===== config.mk =====
export PLATFORM = sky130hd
export DESIGN_NAME = ptcta_ctrl
export DESIGN_NICKNAME = d
export VERILOG_FILES = /design/src/ptcta_pkg.sv /design/src/ptcta_ctrl.sv
export VERILOG_INCLUDE_DIRS = /design/src /design/src/src
export SDC_FILE = /design/constraint.sdc
export NUM_CORES = 2
export LEC_CHECK = 0
export ABC_AREA = 1
export ABC_CLOCK_PERIOD_IN_PS = 4900
export BUFFER_PORTS_ARGS = -buffer_cell sky130_fd_sc_hd__buf_2
export CAP_MARGIN = 20
export CORE_AREA = 2 2 394 396
export CTS_BUF_LIST = sky130_fd_sc_hd__clkbuf_8
export CTS_CLUSTER_SIZE = 10
export DETAILED_ROUTE_END_ITERATION = 8
export DIE_AREA = 0 0 396 398
export SYNTH_ARGS = -nofsm -noshare
export SYNTH_HDL_FRONTEND = slang
export SYNTH_SLANG_ARGS = --single-unit
export TNS_END_PERCENT = 10

===== constraint.sdc =====
create_clock -name clk_i -period 4.9 [get_ports clk_i]
set_clock_uncertainty 0.1 [all_clocks]
set_input_delay 0.245 -clock clk_i [delete_from_list [all_inputs] [get_ports clk_i]]
set_output_delay 0.245 -clock clk_i [all_outputs]
set_load 0.01 [all_outputs]

===== src/assert_macros.svh =====
// ----------------------------------------------------------------------------
// assert_macros.svh
// Clocked assertion shorthands. Each expects clk_i and rst_ni in scope.
// ----------------------------------------------------------------------------
`ifndef ASSERT_MACROS_SVH
`define ASSERT_MACROS_SVH

// expression holds at every clock edge outside reset
`define ASSERT_ALWAYS(label, expr, msg) \
  label: assert property (@(posedge clk_i) disable iff (!rst_ni) (expr)) else $error(msg);

// same-cycle implication
`define ASSERT_IMPLIES(label, ante, cons, msg) \
  label: assert property (@(posedge clk_i) disable iff (!rst_ni) (ante) |-> (cons)) \
    else $error(msg);

// next-cycle implication
`define ASSERT_NEXT(label, ante, cons, msg) \
  label: assert property (@(posedge clk_i) disable iff (!rst_ni) (ante) |=> (cons)) \
    else $error(msg);

`endif


===== src/ptcta_pkg.sv =====
// ----------------------------------------------------------------------------
// ptcta_pkg
// Shared types and constants of the per-task CPU time accounting unit.
// ----------------------------------------------------------------------------
`default_nettype none

package ptcta_pkg;

  localparam int unsigned TASK_SLOTS_DEF = 4096;
  localparam int unsigned ID_W           = 12;
  localparam int unsigned STAMP_W        = 64;
  localparam int unsigned CNT_W          = 32;

  // request codes
  localparam logic REQ_SWITCH = 1'b0;
  localparam logic REQ_QUERY  = 1'b1;

  // one word of the stamp memory
  typedef struct packed {
    logic               run_valid;
    logic [STAMP_W-1:0] run_stamp;
    logic               wait_valid;
    logic [STAMP_W-1:0] wait_stamp;
  } stamp_entry_t;

  // one word of the statistics memory
  typedef struct packed {
    logic               valid;
    logic [CNT_W-1:0]   switches;
    logic [STAMP_W-1:0] run_total;
    logic [STAMP_W-1:0] last_wait;
  } stat_entry_t;

  // memory strobes from the sequencer
  typedef struct packed {
    logic rd_en;
    logic stamp_we;
    logic stat_we;
  } mem_ctl_t;

endpackage

`default_nettype wire


===== src/ptcta_ctrl.sv =====
// ----------------------------------------------------------------------------
// ptcta_ctrl
// Sequencer and update datapath: reads, modifies and writes back the stamp
// and statistics entries of the outgoing and incoming task, serves queries, holds the result.
// ----------------------------------------------------------------------------
`default_nettype none
`include "assert_macros.svh"

module ptcta_ctrl #(
  parameter int unsigned TASK_SLOTS = ptcta_pkg::TASK_SLOTS_DEF,
  localparam int unsigned IDX_W     = $clog2(TASK_SLOTS)
) (
  input  logic                             clk_i,
  input  logic                             rst_ni,
  // request channel
  input  logic                             in_valid_i,
  output logic                             in_ready_o,
  input  logic                             req_type_i,
  input  logic [ptcta_pkg::STAMP_W-1:0]    now_ns_i,
  input  logic [ptcta_pkg::ID_W-1:0]       prev_task_i,
  input  logic [ptcta_pkg::ID_W-1:0]       next_task_i,
  input  logic [ptcta_pkg::ID_W-1:0]       query_task_i,
  // result channel
  output logic                             out_valid_o,
  input  logic                             out_ready_i,
  output logic [ptcta_pkg::STAMP_W-1:0]    oncpu_delta_o,
  output logic                             oncpu_seen_o,
  output logic [ptcta_pkg::STAMP_W-1:0]    runq_delta_o,
  output logic                             runq_seen_o,
  output logic                             stat_found_o,
  output logic [ptcta_pkg::CNT_W-1:0]      stat_switches_o,
  output logic [ptcta_pkg::STAMP_W-1:0]    stat_oncpu_total_o,
  output logic [ptcta_pkg::STAMP_W-1:0]    stat_last_runq_o,
  // memory side
  output ptcta_pkg::mem_ctl_t              mem_ctl_o,
  output logic [IDX_W-1:0]                 rd_addr_o,
  output logic [IDX_W-1:0]                 wr_addr_o,
  output ptcta_pkg::stamp_entry_t          stamp_wdata_o,
  output ptcta_pkg::stat_entry_t           stat_wdata_o,
  input  ptcta_pkg::stamp_entry_t          stamp_rdata_i,
  input  ptcta_pkg::stat_entry_t           stat_rdata_i
);

  import ptcta_pkg::*;

  localparam int unsigned EXT_W = ((ID_W > IDX_W) ? ID_W : IDX_W) + 1;

  typedef enum logic [2:0] {
    ST_CLEAR,
    ST_IDLE,
    ST_PREV_WB,
    ST_NEXT_RD,
    ST_NEXT_WB,
    ST_QRY_WB
  } state_e;

  function automatic logic id_in_range(input logic [ID_W-1:0] id);
    return EXT_W'(id) < EXT_W'(TASK_SLOTS);
  endfunction

  function automatic logic [IDX_W-1:0] id_to_idx(input logic [ID_W-1:0] id);
    logic [EXT_W-1:0] ext;
    ext = EXT_W'(id);
    return ext[IDX_W-1:0];
  endfunction

  state_e              state_q, state_d;
  logic [IDX_W-1:0]    clr_idx_q, clr_idx_d;
  logic [STAMP_W-1:0]  now_q, now_d;
  logic [IDX_W-1:0]    prev_idx_q, prev_idx_d;
  logic [IDX_W-1:0]    next_idx_q, next_idx_d;
  logic                prev_ok_q, prev_ok_d;
  logic                next_ok_q, next_ok_d;
  logic                qry_ok_q, qry_ok_d;
  logic [STAMP_W-1:0]  hold_delta_q, hold_delta_d;
  logic                hold_seen_q, hold_seen_d;
  logic                out_valid_q, out_valid_d;
  logic [STAMP_W-1:0]  out_oncpu_q, out_oncpu_d;
  logic                out_oseen_q, out_oseen_d;
  logic [STAMP_W-1:0]  out_runq_q, out_runq_d;
  logic                out_rseen_q, out_rseen_d;
  logic                out_found_q, out_found_d;
  logic [CNT_W-1:0]    out_sw_q, out_sw_d;
  logic [STAMP_W-1:0]  out_total_q, out_total_d;
  logic [STAMP_W-1:0]  out_last_q, out_last_d;

  mem_ctl_t            ctl;
  logic [IDX_W-1:0]    rd_addr;
  logic [IDX_W-1:0]    wr_addr;
  stamp_entry_t        stamp_wd;
  stat_entry_t         stat_wd;
  logic [STAMP_W-1:0]  delta_run;
  logic [STAMP_W-1:0]  delta_wait;
  logic [CNT_W-1:0]    sw_sat;
  logic                out_free;
  logic                run_seen;
  logic                wait_seen;

  assign delta_run  = now_q - stamp_rdata_i.run_stamp;
  assign delta_wait = now_q - stamp_rdata_i.wait_stamp;
  assign sw_sat     = (stat_rdata_i.switches == '1) ? stat_rdata_i.switches
                                                    : stat_rdata_i.switches + CNT_W'(1);
  assign out_free   = !out_valid_q || out_ready_i;
  assign run_seen   = prev_ok_q && stamp_rdata_i.run_valid;
  assign wait_seen  = next_ok_q && stamp_rdata_i.wait_valid;

  always_comb begin
    state_d      = state_q;
    clr_idx_d    = clr_idx_q;
    now_d        = now_q;
    prev_idx_d   = prev_idx_q;
    next_idx_d   = next_idx_q;
    prev_ok_d    = prev_ok_q;
    next_ok_d    = next_ok_q;
    qry_ok_d     = qry_ok_q;
    hold_delta_d = hold_delta_q;
    hold_seen_d  = hold_seen_q;
    out_valid_d  = out_valid_q && !out_ready_i;
    out_oncpu_d  = out_oncpu_q;
    out_oseen_d  = out_oseen_q;
    out_runq_d   = out_runq_q;
    out_rseen_d  = out_rseen_q;
    out_found_d  = out_found_q;
    out_sw_d     = out_sw_q;
    out_total_d  = out_total_q;
    out_last_d   = out_last_q;
    ctl          = '0;
    rd_addr      = prev_idx_q;
    wr_addr      = clr_idx_q;
    stamp_wd     = '0;
    stat_wd      = '0;

    unique case (state_q)
      ST_CLEAR: begin
        // zero every entry, valid bits included
        ctl.stamp_we = 1'b1;
        ctl.stat_we  = 1'b1;
        if (clr_idx_q == IDX_W'(TASK_SLOTS - 1)) begin
          state_d = ST_IDLE;
        end else begin
          clr_idx_d = clr_idx_q + IDX_W'(1);
        end
      end

      ST_IDLE: begin
        if (in_valid_i) begin
          ctl.rd_en  = 1'b1;
          now_d      = now_ns_i;
          prev_idx_d = id_to_idx(prev_task_i);
          next_idx_d = id_to_idx(next_task_i);
          prev_ok_d  = (prev_task_i != '0) && id_in_range(prev_task_i);
          next_ok_d  = (next_task_i != '0) && id_in_range(next_task_i);
          qry_ok_d   = id_in_range(query_task_i);
          if (req_type_i == REQ_QUERY) begin
            rd_addr = id_to_idx(query_task_i);
            state_d = ST_QRY_WB;
          end else begin
            rd_addr = id_to_idx(prev_task_i);
            state_d = ST_PREV_WB;
          end
        end
      end

      ST_PREV_WB: begin
        wr_addr             = prev_idx_q;
        ctl.stamp_we        = prev_ok_q;
        stamp_wd.run_valid  = 1'b0;
        stamp_wd.run_stamp  = stamp_rdata_i.run_stamp;
        stamp_wd.wait_valid = 1'b1;
        stamp_wd.wait_stamp = now_q;
        ctl.stat_we         = run_seen;
        if (stat_rdata_i.valid) begin
          stat_wd.valid     = 1'b1;
          stat_wd.switches  = sw_sat;
          stat_wd.run_total = stat_rdata_i.run_total + delta_run;
          stat_wd.last_wait = stat_rdata_i.last_wait;
        end else begin
          stat_wd.valid     = 1'b1;
          stat_wd.switches  = CNT_W'(1);
          stat_wd.run_total = delta_run;
          stat_wd.last_wait = '0;
        end
        hold_delta_d = run_seen ? delta_run : '0;
        hold_seen_d  = run_seen;
        state_d      = ST_NEXT_RD;
      end

      ST_NEXT_RD: begin
        // prev write-back has landed, so a same-task read sees it
        ctl.rd_en = 1'b1;
        rd_addr   = next_idx_q;
        state_d   = ST_NEXT_WB;
      end

      ST_NEXT_WB: begin
        wr_addr = next_idx_q;
        if (out_free) begin
          ctl.stamp_we        = next_ok_q;
          stamp_wd.run_valid  = 1'b1;
          stamp_wd.run_stamp  = now_q;
          stamp_wd.wait_valid = 1'b0;
          stamp_wd.wait_stamp = stamp_rdata_i.wait_stamp;
          ctl.stat_we         = wait_seen && stat_rdata_i.valid;
          stat_wd             = stat_rdata_i;
          stat_wd.last_wait   = delta_wait;
          out_valid_d = 1'b1;
          out_oncpu_d = hold_delta_q;
          out_oseen_d = hold_seen_q;
          out_runq_d  = wait_seen ? delta_wait : '0;
          out_rseen_d = wait_seen;
          out_found_d = 1'b0;
          out_sw_d    = '0;
          out_total_d = '0;
          out_last_d  = '0;
          state_d     = ST_IDLE;
        end
      end

      ST_QRY_WB: begin
        if (out_free) begin
          out_valid_d = 1'b1;
          out_oncpu_d = '0;
          out_oseen_d = 1'b0;
          out_runq_d  = '0;
          out_rseen_d = 1'b0;
          if (qry_ok_q && stat_rdata_i.valid) begin
            out_found_d = 1'b1;
            out_sw_d    = stat_rdata_i.switches;
            out_total_d = stat_rdata_i.run_total;
            out_last_d  = stat_rdata_i.last_wait;
          end else begin
            out_found_d = 1'b0;
            out_sw_d    = '0;
            out_total_d = '0;
            out_last_d  = '0;
          end
          state_d = ST_IDLE;
        end
      end

      default: begin
        state_d = ST_IDLE;
      end
    endcase
  end

  always_ff @(posedge clk_i or negedge rst_ni) begin
    if (!rst_ni) begin
      state_q      <= ST_CLEAR;
      clr_idx_q    <= '0;
      now_q        <= '0;
      prev_idx_q   <= '0;
      next_idx_q   <= '0;
      prev_ok_q    <= 1'b0;
      next_ok_q    <= 1'b0;
      qry_ok_q     <= 1'b0;
      hold_delta_q <= '0;
      hold_seen_q  <= 1'b0;
      out_valid_q  <= 1'b0;
      out_oncpu_q  <= '0;
      out_oseen_q  <= 1'b0;
      out_runq_q   <= '0;
      out_rseen_q  <= 1'b0;
      out_found_q  <= 1'b0;
      out_sw_q     <= '0;
      out_total_q  <= '0;
      out_last_q   <= '0;
    end else begin
      state_q      <= state_d;
      clr_idx_q    <= clr_idx_d;
      now_q        <= now_d;
      prev_idx_q   <= prev_idx_d;
      next_idx_q   <= next_idx_d;
      prev_ok_q    <= prev_ok_d;
      next_ok_q    <= next_ok_d;
      qry_ok_q     <= qry_ok_d;
      hold_delta_q <= hold_delta_d;
      hold_seen_q  <= hold_seen_d;
      out_valid_q  <= out_valid_d;
      out_oncpu_q  <= out_oncpu_d;
      out_oseen_q  <= out_oseen_d;
      out_runq_q   <= out_runq_d;
      out_rseen_q  <= out_rseen_d;
      out_found_q  <= out_found_d;
      out_sw_q     <= out_sw_d;
      out_total_q  <= out_total_d;
      out_last_q   <= out_last_d;
    end
  end

  assign in_ready_o         = (state_q == ST_IDLE);
  assign out_valid_o        = out_valid_q;
  assign oncpu_delta_o      = out_oncpu_q;
  assign oncpu_seen_o       = out_oseen_q;
  assign runq_delta_o       = out_runq_q;
  assign runq_seen_o        = out_rseen_q;
  assign stat_found_o       = out_found_q;
  assign stat_switches_o    = out_sw_q;
  assign stat_oncpu_total_o = out_total_q;
  assign stat_last_runq_o   = out_last_q;

  assign mem_ctl_o     = ctl;
  assign rd_addr_o     = rd_addr;
  assign wr_addr_o     = wr_addr;
  assign stamp_wdata_o = stamp_wd;
  assign stat_wdata_o  = stat_wd;

  // reads and write-backs never share a cycle, so no read sees a stale entry
  `ASSERT_ALWAYS(a_no_rw_overlap, !(ctl.rd_en && (ctl.stamp_we || ctl.stat_we)),
                 "memory read issued in a write-back cycle")
  `ASSERT_NEXT(a_prev_then_next, state_q == ST_PREV_WB, state_q == ST_NEXT_RD,
               "incoming-task read did not follow outgoing write-back")
  `ASSERT_IMPLIES(a_result_from_wb, $rose(out_valid_q),
                  $past(state_q == ST_NEXT_WB) || $past(state_q == ST_QRY_WB),
                  "result loaded outside a completion state")
  `ASSERT_IMPLIES(a_stat_entry_sane, ctl.stat_we && state_q != ST_CLEAR,
                  stat_wd.valid && stat_wd.switches != '0,
                  "statistics write-back without a live entry")

endmodule

`default_nettype wire


## After elaboration in Yosys (flattened, before gate mapping)

Cells that the tools add are included.

- Bits in registers: 463
- Input port bits: 396
- Output and inout port bits: 611
- Word-level logic and storage cells: 100

- Add/sub/neg operators: 5
- Equal/unequal tests: 12
- Mux-type cells: 46
- Bitwise gates (word level): 1
- Reductions and logical operators: 17

Operator list:

| kind | number |
|---|---|
| $mux W64 | 9 |
| $pmux W64 S2 | 4 |
| $pmux W161 S2 | 1 |
| $pmux W130 S2 | 1 |
| $mux W161 | 1 |
| $mux W160 | 1 |
| $mux W130 | 1 |
| $mux W32 | 4 |
| $sub A64 B64 Y64 | 2 |
| $add A64 B64 Y64 | 1 |
| $pmux W32 S2 | 1 |
| $pmux W12 S2 | 2 |
| $add A32 B1 Y32 const B | 1 |
| $eq A32 B32 Y1 const B | 1 |
| $mux W12 | 2 |
| $reduce_bool A12 Y1 | 2 |
| $pmux W3 S5 | 1 |
| $add A12 B1 Y12 const B | 1 |
| $eq A12 B12 Y1 const B | 1 |
| $mux W3 | 4 |
| $mux W1 | 8 |
| $ne A2 B2 Y1 const B | 4 |
| $pmux W1 S2 | 4 |
| $eq A3 B2 Y1 const B | 2 |
| other kinds (14) | 22 |

## Longest topological paths before layout

- Depth in word-level cells: 4
- Mapped depth: 32
- Depth with buffers taken out: 32

## Worst setup path before layout

OpenSTA, ideal clock, no wires.

- Path kind: reg-to-output
- Start: register now_q[0]
- End: output port stat_wdata_o[127] (netlist bit)
- Data arrival time: 3.367 ns
- Required time: 4.555 ns
- Setup slack: 1.188 ns
- Cell stages (with the launch flop): 31
- Buffers on the path: 0
- Path through: dfrtp_1 > inv_1 > ha_1 > fa_1 > inv_1 > nand3_1 > nand2_1 > nand2_1 > nand2_2 > nand2_1 > nand2_2 > nand2_1 > nand2_2 > nand2_1 > a21o_1 > and2_1 > inv_1 > ha_1 > a21oi_1 > nand2_1 > nand2_1 > nand2_1 > nand2_1 > nand2_1 > a21oi_1 > nand2_1 > nand2_1 > nand3_1 > nand2_1 > nand3_1 > nand2_1

RTL lines:

| what | line | RTL |
|---|---|---|
| start: declaration | ptcta_ctrl.sv:69 | `logic [STAMP_W-1:0] now_q, now_d;` |
| start signal: assignment | ptcta_ctrl.sv:271 | `now_q <= now_d;` |
| end: declaration | ptcta_ctrl.sv:39 | `output ptcta_pkg::stat_entry_t stat_wdata_o,` |

==> impl.org <==
** Status
- Result of the run :: finished, violations left
- The checks that failed: setup timing.

** Floorplanning
- In this run the count of I/O pins placed on the die edge is 1007.
- In this run the horizontal extent of the chip is 396 um.
- For this configuration, the core starts out at a cell density of 0.2478.
- The core region is 153300 um2.
- The die covers 157600 um2.
- In this run the core area contains 144 standard-cell rows.
- Chip height :: 398 um

** Setup path
- Source of the critical timing path :: now_q[1]$_DFFE_PN0P_
- Worst stage delay on the critical path :: 0.42 ns
- For the worst setup path, the data required time is 4.55 ns.
- Most common cell on crit path :: sky130_fd_sc_hd__buf_6
- FF-to-FF End :: runq_delta_o[56]$_DFFE_PN0P_
- STA classifies the critical path endpoint as a primary output.
- Data on the critical path arrives at its endpoint at 4.87 ns.
- Critical path startpoint category :: flop
- Worst Setup EP :: stat_wdata_o[108]
- Reg-to-reg setup timing slack :: 1.43 ns
- R2r startpoint :: now_q[39]$_DFFE_PN0P_
- Slowest CP cell :: sky130_fd_sc_hd__dfrtp_1
- Largest fanout on the critical path :: 4
- CP Class :: flop to primary output
- Worst Reg2Reg Path Length in Cells :: 12

** Synthesis
- Post-synth top area share :: 0.3049
- Most area-hungry cell type in the Yosys netlist :: sky130_fd_sc_hd__dfrtp_1
- In this run the cell area of the synthesized design comes to 37990 um2.
- Mapped Cells :: 5861
- Count of state elements after synthesis :: 463
- Arithmetic-cell share of the synthesized area counting full adders, half adders and majority gates :: 0.06744
- In the post-synthesis netlist, the biggest area contributors are sky130_fd_sc_hd__dfrtp_1, sky130_fd_sc_hd__nand2_1, sky130_fd_sc_hd__inv_1, sky130_fd_sc_hd__ha_1, sky130_fd_sc_hd__o21ai_0.
- The average instance in the mapped netlist occupies 6.483 um2.
- Post-synthesis compound-gate area fraction :: 0.1927
- Number of distinct standard cells referenced by the synthesized netlist :: 61
- Share of the yosys chip area belonging to registers :: 0.3049
- Warnings, synthesis :: 0
- After synthesis, the share of cell area in mux cells is 0.0002964.
- Share of the synthesized netlist area taken by xor and xnor gates :: 0.02391
- Of the total synthesized cell area, the portion taken by AND, OR, NAND and NOR gates is 0.2808.
- Number of nets in the synthesized netlist :: 6460
- By area, the combinational part of the netlist is dominated by simple AND/OR/NAND/NOR gates.

** Route
- After detailed routing, the total wire length is 256800 um.
- In the routed design, unresolved DRC markers number 0.
- Avg WL per Cell :: 26.09 um
- Vias :: 49190
- The first routing iteration left 4323 violations.
- After detailed routing, the number of vias per cell comes to 4.997.
- The detail route stage leaves a number of antenna-violating nets equal to 0.
- The pre-antenna-repair detailed-routing pass consisted of 6 iterations.

** Timing
- At the pin with the least slew margin, the transition time is 1.247 ns.
- Top achievable clock speed :: 0.1918 GHz
- Post-route fraction of the period consumed by the critical path :: 1.064
- Final critical delay including setup and external delays :: 5.214 ns
- Across all setup checks in the final design, the least slack found is -0.3137 ns.
- Slew Limit Headroom :: 0.1626
- Count of pins over their slew limit :: 0
- Number of setup violations in the final report :: 46
- The number of failing hold endpoints at the final stage came to 0.
- Setup repair after global routing missed its margin :: true

** Power
- VDD IR-drop max :: 0.4695 mV
- Summed over all cells, the static leakage comes to 0.03111 uW.
- Pwr/cell area :: 779.5 nW/um2
- The completed layout was analyzed and its total power is 46540 uW.

** Placed design
- Final weighted congestion in routability-driven placement :: 1.043
- At the placement stage, the worst setup path has a slack of -0.3167 ns.
- During placement, the flow inserted port buffers numbering 1006.
- HPWL after detailed placement :: 210000 um

** Cells and area
- Proportion of layout cells with a drive suffix above 1 :: 0.3535
- After the last flow step, the layout net total stands at 8305.
- From synthesis to final layout, the design area changed by 57.12%.
- Filler Cell Count :: 16440

** Global routing
- Global-route wire length before repair :: 354800 um
- Pin count of the biggest net entering global routing :: 145
- Number of global-route vias before repair :: 48050
- Antenna violations before repair :: 26
- Summed over all layers, the global routing overflow is 0.
- Overall Global Routing Usage :: 0.3139

** Clock network
- The later pin in the worst-skew pair is clocked with a latency of 0.88 ns.
- The tree is rooted in a sky130_fd_sc_hd__clkbuf_8.
- TritonCTS built the clock tree.
- Worst-case clock buffer depth :: 3
- Clock Sinks :: 463
- Clock transition at the registers of the reported paths :: 0.06 ns
- Counting the buffers created by CTS gives 93.
- H-tree Lvls :: 3

** Worst hold path
- Hold Crit Class :: primary input to flop

** Flow run
- Number of max-cap violations :: 0
==> critical path: cells and delay by family (launching register included) <==
kind,cells,cell delay (ns)
simple gates,17,1.66
buf+inv,11,1.09
fa+ha+maj,2,0.66
flops,1,0.42
xor+xnor,1,0.15
==> layout make-up <==
cell class / instances / area, um2 / share of cell area
clock inverters: 55 / 391.6 / 0.006560
diodes: 18 / 45.04 / 0.0007545
flip-flops and latches: 463 / 11620 / 0.1946
clock buffers: 116 / 1597 / 0.02674
repair buffers: 1926 / 13180 / 0.2208
well taps: 2044 / 2557 / 0.04284
inverters: 1090 / 4139 / 0.06933
multi-input cells: 4132 / 26170 / 0.4384
==> through the flow <==
step | hold slack (ns) | TNS [ns] | instances | utilization | cell area (um2)
after floorplan | -0.1506 | 0 | 5861 | - | 37990
after global placement | 0.2609 | -3.861 | 9242 | 0.3181 | 48770
after detailed placement | 0.2495 | -2.814 | 9243 | 0.3183 | 48800
after CTS | 0.0004591 | -8.292 | 9807 | 0.3814 | 58480
after global routing | 0.08699 | -17.76 | 9832 | 0.3892 | 59670
final | 0.06546 | -8.337 | 9844 | 0.3893 | 59700
==> cells by family (layout without fill, tap and decap cells) <==
| logic type | count (synthesis) | in the layout |
|---|---|---|
| and+or+nand+nor | 2571 | 2571 |
| buffers and inverters | 1266 | 3187 |
| AOI/OAI and AO/OA | 1255 | 1255 |
| DFF | 463 | 463 |
| adders and majority gates | 203 | 203 |
| xor gates and xnor gates | 102 | 102 |
| muxes | 1 | 1 |
| other | 0 | 18 |
==> repair_timing <==
| action | CTS | global route |
|---|---|---|
| buffers inserted | 80 | 20 |
| endpoints found under the hold margin | 401 | 0 |
| pin swaps | 214 | 122 |
| setup endpoints to repair | 56 | 52 |
| gates resized for setup | 935 | 247 |
| hold buffers | 316 | 0 |
==> sequential cells by signal, summed over array words and instances, names as in the netlist, 12 cells and up <==
signal and flops:
next_idx_q 12, runq_delta_o 64, stat_oncpu_total_o 64, now_q 64, clr_idx_q 12, oncpu_delta_o 64
stat_last_runq_o 64, stat_switches_o 32, hold_delta_q 64, prev_idx_q 12
==> power by group <==
group	switching [uW]	internal (uW)	total, uW	leakage (uW)
Clock	2090	2320	4420	0.00112
Sequential	1000	5120	6120	0.00612
Combinational	22100	13900	36000	0.0239
==> synth_stat cells (all sizes together) <==
| library cell | n |
|---|---|
| nor4 | 19 |
| a31o | 1 |
| o221ai | 44 |
| inv | 1089 |
| o21a | 9 |
| a21oi | 295 |
| o21bai | 40 |
| clkinv | 1 |
| o311ai | 1 |
| a21boi | 9 |
| a32oi | 1 |
| o22ai | 199 |
| xor2 | 73 |
| o31ai | 1 |
| a21o | 10 |
| nor3 | 53 |
| xnor2 | 29 |
| nor3b | 1 |
| buf | 98 |
| and3 | 1 |
| dfrtp | 463 |
| o211ai | 20 |
| nand3 | 323 |
| ha | 200 |
| nand4 | 29 |
| o21ai | 617 |
| nor2 | 466 |
| and2 | 9 |
| or2 | 16 |
| nand2 | 1633 |
| nand3b | 21 |
| a41oi | 1 |
| fa | 3 |
| mux2 | 1 |
| a31oi | 7 |
| clkbuf | 78 |
==> placed cells by master, fill, tap and decap left out, types with 16 or more instances in the layout <==
cell                            netlist  final
sky130_fd_sc_hd__ha_1               200     90
sky130_fd_sc_hd__nand2_2             16    170
sky130_fd_sc_hd__buf_6               10     45
sky130_fd_sc_hd__nand3b_1            21     21
sky130_fd_sc_hd__o221ai_1            44     40
sky130_fd_sc_hd__clkbuf_8             0    116
sky130_fd_sc_hd__o21ai_1             46     81
sky130_fd_sc_hd__ha_4                 0    107
sky130_fd_sc_hd__o21ai_2             92    122
sky130_fd_sc_hd__o21bai_1            39     21
sky130_fd_sc_hd__nand3_2              3     51
sky130_fd_sc_hd__diode_2              0     18
sky130_fd_sc_hd__nor3_1              43     32
sky130_fd_sc_hd__nand4_1             27     27
sky130_fd_sc_hd__buf_4                3    555
sky130_fd_sc_hd__dlygate4sd3_1        0    315
sky130_fd_sc_hd__nand2_4              2     60
sky130_fd_sc_hd__dfrtp_1            463    438
sky130_fd_sc_hd__nand3_1            319    258
sky130_fd_sc_hd__nor2_1             451    316
sky130_fd_sc_hd__o211ai_1            20     20
sky130_fd_sc_hd__dfrtp_2              0     25
sky130_fd_sc_hd__o21ai_0            479    411
sky130_fd_sc_hd__nor2_2               7     85
sky130_fd_sc_hd__a21oi_4              2     30
sky130_fd_sc_hd__inv_2                9     47
sky130_fd_sc_hd__o22ai_1            199    199
sky130_fd_sc_hd__xor2_1              72     57
sky130_fd_sc_hd__nor2_4               8     65
sky130_fd_sc_hd__buf_2               77    992
sky130_fd_sc_hd__nand2_1           1615   1398
sky130_fd_sc_hd__xnor2_1             28     19
sky130_fd_sc_hd__a21oi_2              2     96
sky130_fd_sc_hd__a21oi_1            291    169
sky130_fd_sc_hd__buf_12               0     16
sky130_fd_sc_hd__inv_1             1080   1056
==> routing by layer <==
layer,GRT usage,part of all wire,up-vias
met5,0,0.00035,-
met4,0.1775,0.064,14
met3,0.05834,0.073,522
met2,0.4974,0.45,2280
met1,0.4004,0.41,23800
li1,-,-,22570
==> how the worst min path moves through the flow <==
stage / from / endpoint / slack (ns) / cells after the start
finish: now_ns_i[2] / now_q[2]$_DFFE_PN0P_ / 0.07 / 4
global route: now_ns_i[57] / now_q[57]$_DFFE_PN0P_ / 0.09 / 4
CTS: now_ns_i[62] / now_q[62]$_DFFE_PN0P_ / 0.0005 / 4
detailed placement: rst_ni / stat_switches_o[29]$_DFFE_PN0P_ / 0.25 / 1
global placement: rst_ni / stat_switches_o[28]$_DFFE_PN0P_ / 0.26 / 1
floorplan: rst_ni / clr_idx_q[0]$_DFFE_PN0P_ / -0.15 / 0
(Power assumes the default switching activity.)
